## src/rtl/rds_pkg.sv

```systemverilog
// ----------------------------------------------------------------------------
// rds_pkg
// Shared widths and elaboration-time helpers for the range digit sum block.
// ----------------------------------------------------------------------------
package rds_pkg;

	localparam int BOUND_W = 54;
	localparam int TOTAL_W = 60;

	// 10^n - 1 as a 64-bit constant, for elaboration only
	function automatic logic [63:0] pow10_m1(input int n);
		logic [63:0] p;
		p = 64'd1;
		for (int k = 0; k < n; k++) begin
			p = p * 64'd10;
		end
		return p - 64'd1;
	endfunction

endpackage

```

## src/rtl/rds_b2d.sv

```systemverilog
// ----------------------------------------------------------------------------
// rds_b2d
// Bit-serial binary to BCD converter (shift and add three), one bit a cycle.
// ----------------------------------------------------------------------------
module rds_b2d #(
	parameter int MAX_DIGITS = 16,
	parameter int BW         = 4 * MAX_DIGITS
) (
	input  logic                        clk,
	input  logic                        arst_n,
	input  logic                        start,
	input  logic [rds_pkg::BOUND_W-1:0] value,
	output logic                        busy,
	output logic [BW-1:0]               digits
);
	import rds_pkg::*;

	localparam int CW = $clog2(BOUND_W + 1);

	logic [BOUND_W-1:0] sh_q;
	logic [BW-1:0]      bcd_q;
	logic [CW-1:0]      cnt_q;
	logic [BW-1:0]      adj;

	always_comb begin
		for (int k = 0; k < MAX_DIGITS; k++) begin
			adj[k*4 +: 4] = (bcd_q[k*4 +: 4] >= 4'd5) ? bcd_q[k*4 +: 4] + 4'd3
				: bcd_q[k*4 +: 4];
		end
	end

	always_ff @(posedge clk or negedge arst_n) begin
		if (!arst_n) begin
			cnt_q <= '0;
		end else if (start) begin
			cnt_q <= CW'(BOUND_W);
		end else if (cnt_q != '0) begin
			cnt_q <= cnt_q - CW'(1);
		end
	end

	always_ff @(posedge clk) begin
		if (start) begin
			sh_q  <= value;
			bcd_q <= '0;
		end else if (cnt_q != '0) begin
			sh_q  <= {sh_q[BOUND_W-2:0], 1'b0};
			bcd_q <= {adj[BW-2:0], sh_q[BOUND_W-1]};
		end
	end

	assign busy   = cnt_q != '0;
	assign digits = bcd_q;

endmodule

```

## config.mk

```make
export PLATFORM = sky130hd
export DESIGN_NAME = rds_b2d
export DESIGN_NICKNAME = d
export VERILOG_FILES = /design/src/rtl/rds_pkg.sv /design/src/rtl/rds_b2d.sv
export SDC_FILE = /design/constraint.sdc
export NUM_CORES = 1
export LEC_CHECK = 0
export BUFFER_PORTS_ARGS = -buffer_cell sky130_fd_sc_hd__buf_2
export CAP_MARGIN = 30
export CORE_UTILIZATION = 57
export DETAILED_ROUTE_END_ITERATION = 7
export GPL_ROUTABILITY_DRIVEN = 0
export HOLD_SLACK_MARGIN = 0.15
export PLACE_DENSITY = 0.79
export SLEW_MARGIN = 20
export SYNTH_ARGS = -nofsm -noshare
export SYNTH_HDL_FRONTEND = slang
export SYNTH_SLANG_ARGS = --single-unit
```

## constraint.sdc

```tcl
create_clock -name clk -period 3.2 [get_ports clk]
set_input_delay 0.16 -clock clk [delete_from_list [all_inputs] [get_ports clk]]
set_output_delay 0.16 -clock clk [all_outputs]
set_load 0.005 [all_outputs]
```

==> results.yml, run 1 <==
status:
  status: "complete, but fails checks"
  violations: "design-rule violations"
synthesis:
  synth_cell_type_count: 40
  synthMuxAreaShare_pct: 8.696
  ys_top_cells_by_area: "edfxtp_1 24%, dfxtp_1 19%, mux2_2 8.7%"
  synth_xor_area_share_pct: 0
  yosysWarnings: 0
  synth_common_cells: "108 x nand2_1, 64 x dfxtp_1, 54 x edfxtp_1"
  synth_top_family_by_area: "compound AO/OA/AOI/OAI gates"
  synth_compound_area_share_pct: 17.48
  netlist_area_sq_mm: 0.006863
  seq_area_frac_synth_pct: 44.48
  synth_top_area_share_pct: 23.63
  synth_fp_nets: 810
  syn_area_per_cell_sq_um: 9.545
  async_reset_ff_share_pct: 4.839
  yosysMostFrequentCell: "nand2_1"
  synthAdderAreaFrac_pct: 6.199
  synth_cells: 719
  yosys.area_share.simple_pct: 16.48
  synth_edf_count: 54
  ys_ff_latch: 124
  synth_area_leader_cell: "edfxtp_1"
  synth_ff_type: "dfxtp_1"
clock_tree:
  cts-resized-gates: 0
  h-tree-depth: 4
  cts_setup_buffers: 0
  cts_hold_buf: 56
  insertion_delay_ps: 410
  clkTransAtPathRegs_ps: 50
  numClockSinks: 124
  clock_path_buffers: 2
  cts_root_buf: "clkbuf_16"
  cts_tree: "done"
  cts_made_buffers: 17
min_path:
  hold_class: "in2reg"
floorplan:
  core-area_sq_mm: 0.01156
  dieArea_sq_mm: 0.01248
  pin_count: 122
  die_w_um: 111.7
  core.rowCount: 39
  die_y_um: 111.7
  start_util_pct: 59.34
final_layout:
  diodes: 0
  synthToLayoutAreaGrowth_pct: 24.90
  drive_above_1_share_pct: 25.34
  post-route-util_pct: 74.12
  fin_nets: 950
  fin_area_sq_mm: 0.008572
global_routing:
  grt_usage_pct: 29.88
  grt_pass1_vias: 5982
  grt_pass1_wl_um: 29790
  antenna_found_initial: 0
  overflow: 0
  grt_start_max_net_pins: 56
detailed_routing:
  initialDrtViolationCount: 622
  dr.pass1.iters: 8
  via_per_inst: 6.081
  wl_per_cell_um: 17.94
  ant_nets: 0
  vias: 6172
  drc: 13
  drt-total-wl_um: 18210
worst_setup_path:
  endpoint: "busy"
  cp_top_family: "simple AND/OR/NAND/NOR gates"
  crit_arrival_ps: 2450
  rrSetupSlack_ps: 920
  worst-setup-path-type: "reg2out"
  setup.worst_path.start: "cnt_q[2]$_DFFE_PN0P_"
  cp_slowest_stage_delay_ps: 610
  reg2regPathDepth: 6
  cp-end-kind: "output port"
  start_kind: "register"
  path_cells: "or3_4, nor2_8, buf_4, inv_4, buf_2"
  worst_path_max_delay_cell: "or3_4"
  crit_cells: 5
  required_ps: 3040
  r2r-end: "digits[26]$_SDFFE_PP0P_"
  cp_max_fo: 38
  crit_buf_inv: 3
  rr_startpoint: "cnt_q[0]$_DFFE_PN0P_"
sta:
  hold_viol_final: 0
  fin_skew_ps: 7.221
  rsz0062_at_grt: "false"
  slew_viol_final: 0
  maxSlewHeadroom_pct: 55.75
  fin_crit_sh_pct: 81.55
  setup_tns_ps: 0
  fin_crit_ps: 2610
  tightest_slew_ps: 663.7
  max_freq_mhz: 383.2
  setup_viol: 0
run:
  maxCapViolations: 0
power:
  ir_drop_mv: 0.3185
  power_density_mw_per_mm2: 464.6
  p_leak_uw: 0.003232
placement:
  dp_hpwl_um: 10400
  port_buffers: 121
  placed_area_sq_mm: 0.007428
routing by layer:
metal	up-vias	share of wire, %	track usage, %
li1	2928	-	-
met1	2919	41	36.20
met2	285	50	52.71
met3	40	7.4	5.988
met4	0	1.8	10.45
met5	-	0	0
through the flow:
| step | total power (uW) | hold slack (ps) | cells | setup slack, ps |
|---|---|---|---|---|
| detailed placement | 2032 | -7.196 | 927 | 971.1 |
| floorplan | 1949 | -135.6 | 719 | 385.7 |
| global placement | 2019 | -12.31 | 927 | 1088 |
| CTS | 3967 | 339.0 | 1015 | 639.9 |
| finish | 3983 | 355.7 | 1015 | 590.4 |
| global route | 4085 | 371.4 | 1015 | 505.9 |
state kept, by name, summed over array words and instances, names as in the netlist:
name and count:
digits 64, cnt_q 6, sh_q 54
cells by family after synthesis:
logic type / Yosys count
flip-flops: 124
buffers and inverters: 102
adder cells (fa/ha/maj): 34
AND/OR/NAND/NOR: 235
multiplexers: 53
AO/OA/AOI/OAI: 171
cell usage in the layout, fill, tap and decap left out, types with 4 or more instances in the layout:
cell type        n
clkinv_2         4
nand3_1         19
inv_1           35
nor3_1          18
edfxtp_1        54
o211ai_1        16
a311oi_1        15
nor2_1          19
nand4_1         17
nand2b_1        16
a31oi_1         16
o31ai_1          4
o41ai_1         15
dfrtp_1          6
or3_1           15
mux2_2          53
buf_4            9
o32ai_1         16
clkbuf_16       17
o21ai_0         50
ha_1            34
a211oi_1        32
dlygate4sd3_1   56
nor2b_1         15
dfxtp_1         64
nand2_1        107
buf_2          120
worst min-delay path by stage:
stage | startpoint | endpoint | slack [ps] | cells past startpoint
3_3_place_gp | arst_n | cnt_q[4]$_DFFE_PN0P_ | -10 | 1
2_1_floorplan | arst_n | cnt_q[0]$_DFFE_PN0P_ | -140 | 0
6_report | start | cnt_q[5]$_DFFE_PN0P_ | 360 | 4
3_5_place_dp | arst_n | cnt_q[4]$_DFFE_PN0P_ | -7 | 1
4_1_cts | start | cnt_q[4]$_DFFE_PN0P_ | 340 | 4
5_1_grt | start | cnt_q[5]$_DFFE_PN0P_ | 370 | 4
cell type report:
type / instances / area, sq um
Clock buffer: 19 / 432.9
Tap cell: 143 / 178.9
Clock inverter: 13 / 150.1
Sequential cell: 124 / 3053
Timing Repair Buffer: 186 / 1249
Multi-Input combinational cell: 493 / 3367
Inverter: 37 / 141.4
Fill cell: 805 / 2993
report_power, final:
group	leakage, uW	total [uW]	internal [uW]	switching (uW)
logic	0.00179	283	160	123
registers	0.00116	1790	1740	43.3
clock network	0.000282	1910	1210	698
worst min-delay path, delay by kind of cell:
| kind | cells | cell delay [ps] |
|---|---|---|
| simple gates | 1 | 130 |
| buf+inv | 3 | 430 |
Power figures use the tool's default switching activity.
==> run 2: changes to the inputs <==
- CORE_UTILIZATION: 57 -> 51
- PLACE_DENSITY: 0.79 -> 0.75
- clock period: 3.2 -> 2.4 ns (I/O delays scaled with it)
==> results.yml, run 2 (same netlist as run 1, synthesis figures left out) <==
sta:
  hold_viol_final: 0
  max_freq_mhz: 466.5
  maxSlewHeadroom_pct: 55.33
  fin_skew_ps: 10.30
  rsz0062_at_grt: "false"
  setup_viol: 0
  tightest_slew_ps: 670.0
  slew_viol_final: 0
  setup_tns_ps: 0
  fin_crit_sh_pct: 89.32
  fin_crit_ps: 2144
global_routing:
  grt_start_max_net_pins: 55
  antenna_found_initial: 0
  grt_usage_pct: 27.40
  grt_pass1_wl_um: 30060
  overflow: 0
  grt_pass1_vias: 5987
final_layout:
  fin_nets: 952
  diodes: 0
  largest_register_ffs: 64
  fill_cells: 977
  final_common_cell: "buf_2"
  fin_area_sq_mm: 0.008623
  drive_above_1_share_pct: 25.74
  synthToLayoutAreaGrowth_pct: 25.65
  ff_latch_area_sq_mm: 0.003053
  post-route-util_pct: 65.38
  final_cell_mix: "120 x buf_2, 107 x nand2_1, 64 x dfxtp_1, 56 x dlygate4sd3_1, 54 x edfxtp_1"
  multi_input_area_sq_mm: 0.003367
min_path:
  hold_class: "in2reg"
worst_setup_path:
  worst_path_max_delay_cell: "or3_4"
  cp_max_fo: 33
  cp_slowest_stage_delay_ps: 560
  crit_arrival_ps: 2020
  cp-end-kind: "output port"
  path_cells: "or3_4, nor2_8, inv_4, buf_2"
  required_ps: 2280
  worst-setup-path-type: "reg2out"
  start_kind: "register"
clock_tree:
  insertion_delay_ps: 420
  h-tree-depth: 4
  cts_hold_buf: 56
  cts-resized-gates: 0
  numClockSinks: 124
  cts_made_buffers: 17
  clkTransAtPathRegs_ps: 60
  cts_setup_buffers: 0
  cts_root_buf: "clkbuf_16"
  cts_tree: "done"
  clock_path_buffers: 2
detailed_routing:
  vias: 6260
  drc: 0
  wl_per_cell_um: 17.99
  initialDrtViolationCount: 452
  ant_nets: 0
  via_per_inst: 5.962
  drt-total-wl_um: 18890
  dr.pass1.iters: 5
run:
  maxCapViolations: 0
floorplan:
  dieArea_sq_mm: 0.01392
  die_y_um: 118
  core.rowCount: 42
  core-area_sq_mm: 0.01319
  die_w_um: 118
  start_util_pct: 52.03
  pin_count: 122
placement:
  port_buffers: 121
  placed_area_sq_mm: 0.007485
  dp_hpwl_um: 10650
power:
  power_density_mw_per_mm2: 611.5
  p_leak_uw: 0.003230
  ir_drop_mv: 0.4648
status:
  status: "finished clean"
-- run 2: changes by cell type in the layout (fill, tap and decap cells not counted), sizes merged --
cell / delta
inv: +1
clkinvlp: +1
bufinv: -1
buf: +2
clkinv: -1
-- run 2: critical path: cells and delay by family (launching register included) --
family	cells	cell delay, ps
buffers and inverters	2	370
flip-flops	1	460
AND/OR/NAND/NOR	2	770
-- run 2: metal layers --
metal	part of all wire [%]	routed length [um]	global-route usage, %	up-vias
met5	0	0	0	-
met4	2.5	479	10.98	0
met3	7.1	1344	6.541	41
met2	50	9514	47.32	266
met1	40	7554	32.68	3030
li1	-	-	-	2923
-- run 2: worst paths after layout --
path | depth (start not counted) | to | slack, ps | from
max | 4 | busy | 260 | cnt_q[2]$_DFFE_PN0P_
min | 2 | sh_q[39]$_DFFE_PP_ | 260 | start
max reg2reg | 6 | digits[54]$_SDFFE_PP0P_ | 290 | cnt_q[0]$_DFFE_PN0P_
min reg2reg | 2 | digits[41]$_SDFFE_PP0P_ | 520 | digits[41]$_SDFFE_PP0P_
max in group asynchronous | 3 | cnt_q[5]$_DFFE_PN0P_ | 1450 | arst_n
min in group asynchronous | 3 | cnt_q[2]$_DFFE_PN0P_ | 720 | arst_n
-- run 2: layout make-up --
| class | instances | area share, % |
|---|---|---|
| Inverter | 37 | 1.640 |
| Sequential cell | 124 | 35.40 |
| Tap cell | 176 | 2.554 |
| Multi-Input combinational cell | 493 | 39.05 |
| Clock buffer | 19 | 5.020 |
| Timing Repair Buffer | 188 | 14.65 |
| Clock inverter | 13 | 1.683 |
-- run 2: power breakdown --
part,total (uW),switching [uW],internal [uW]
combinational,388,171,216
clock,2500,969,1530
sequential,2380,58.6,2330
-- run 2: metrics by stage --
step / total power (uW) / setup WS [ps] / std cells / hold slack [ps]
finish: 5273 / 256.2 / 1050 / 255.3
global route: 5426 / 167.3 / 1050 / 258.3
CTS: 5275 / 235.2 / 1050 / 234.0
detailed placement: 2713 / 310.4 / 962 / -41.69
global placement: 2695 / 434.5 / 962 / -48.79
floorplan: 2599 / 128.7 / 719 / -175.6
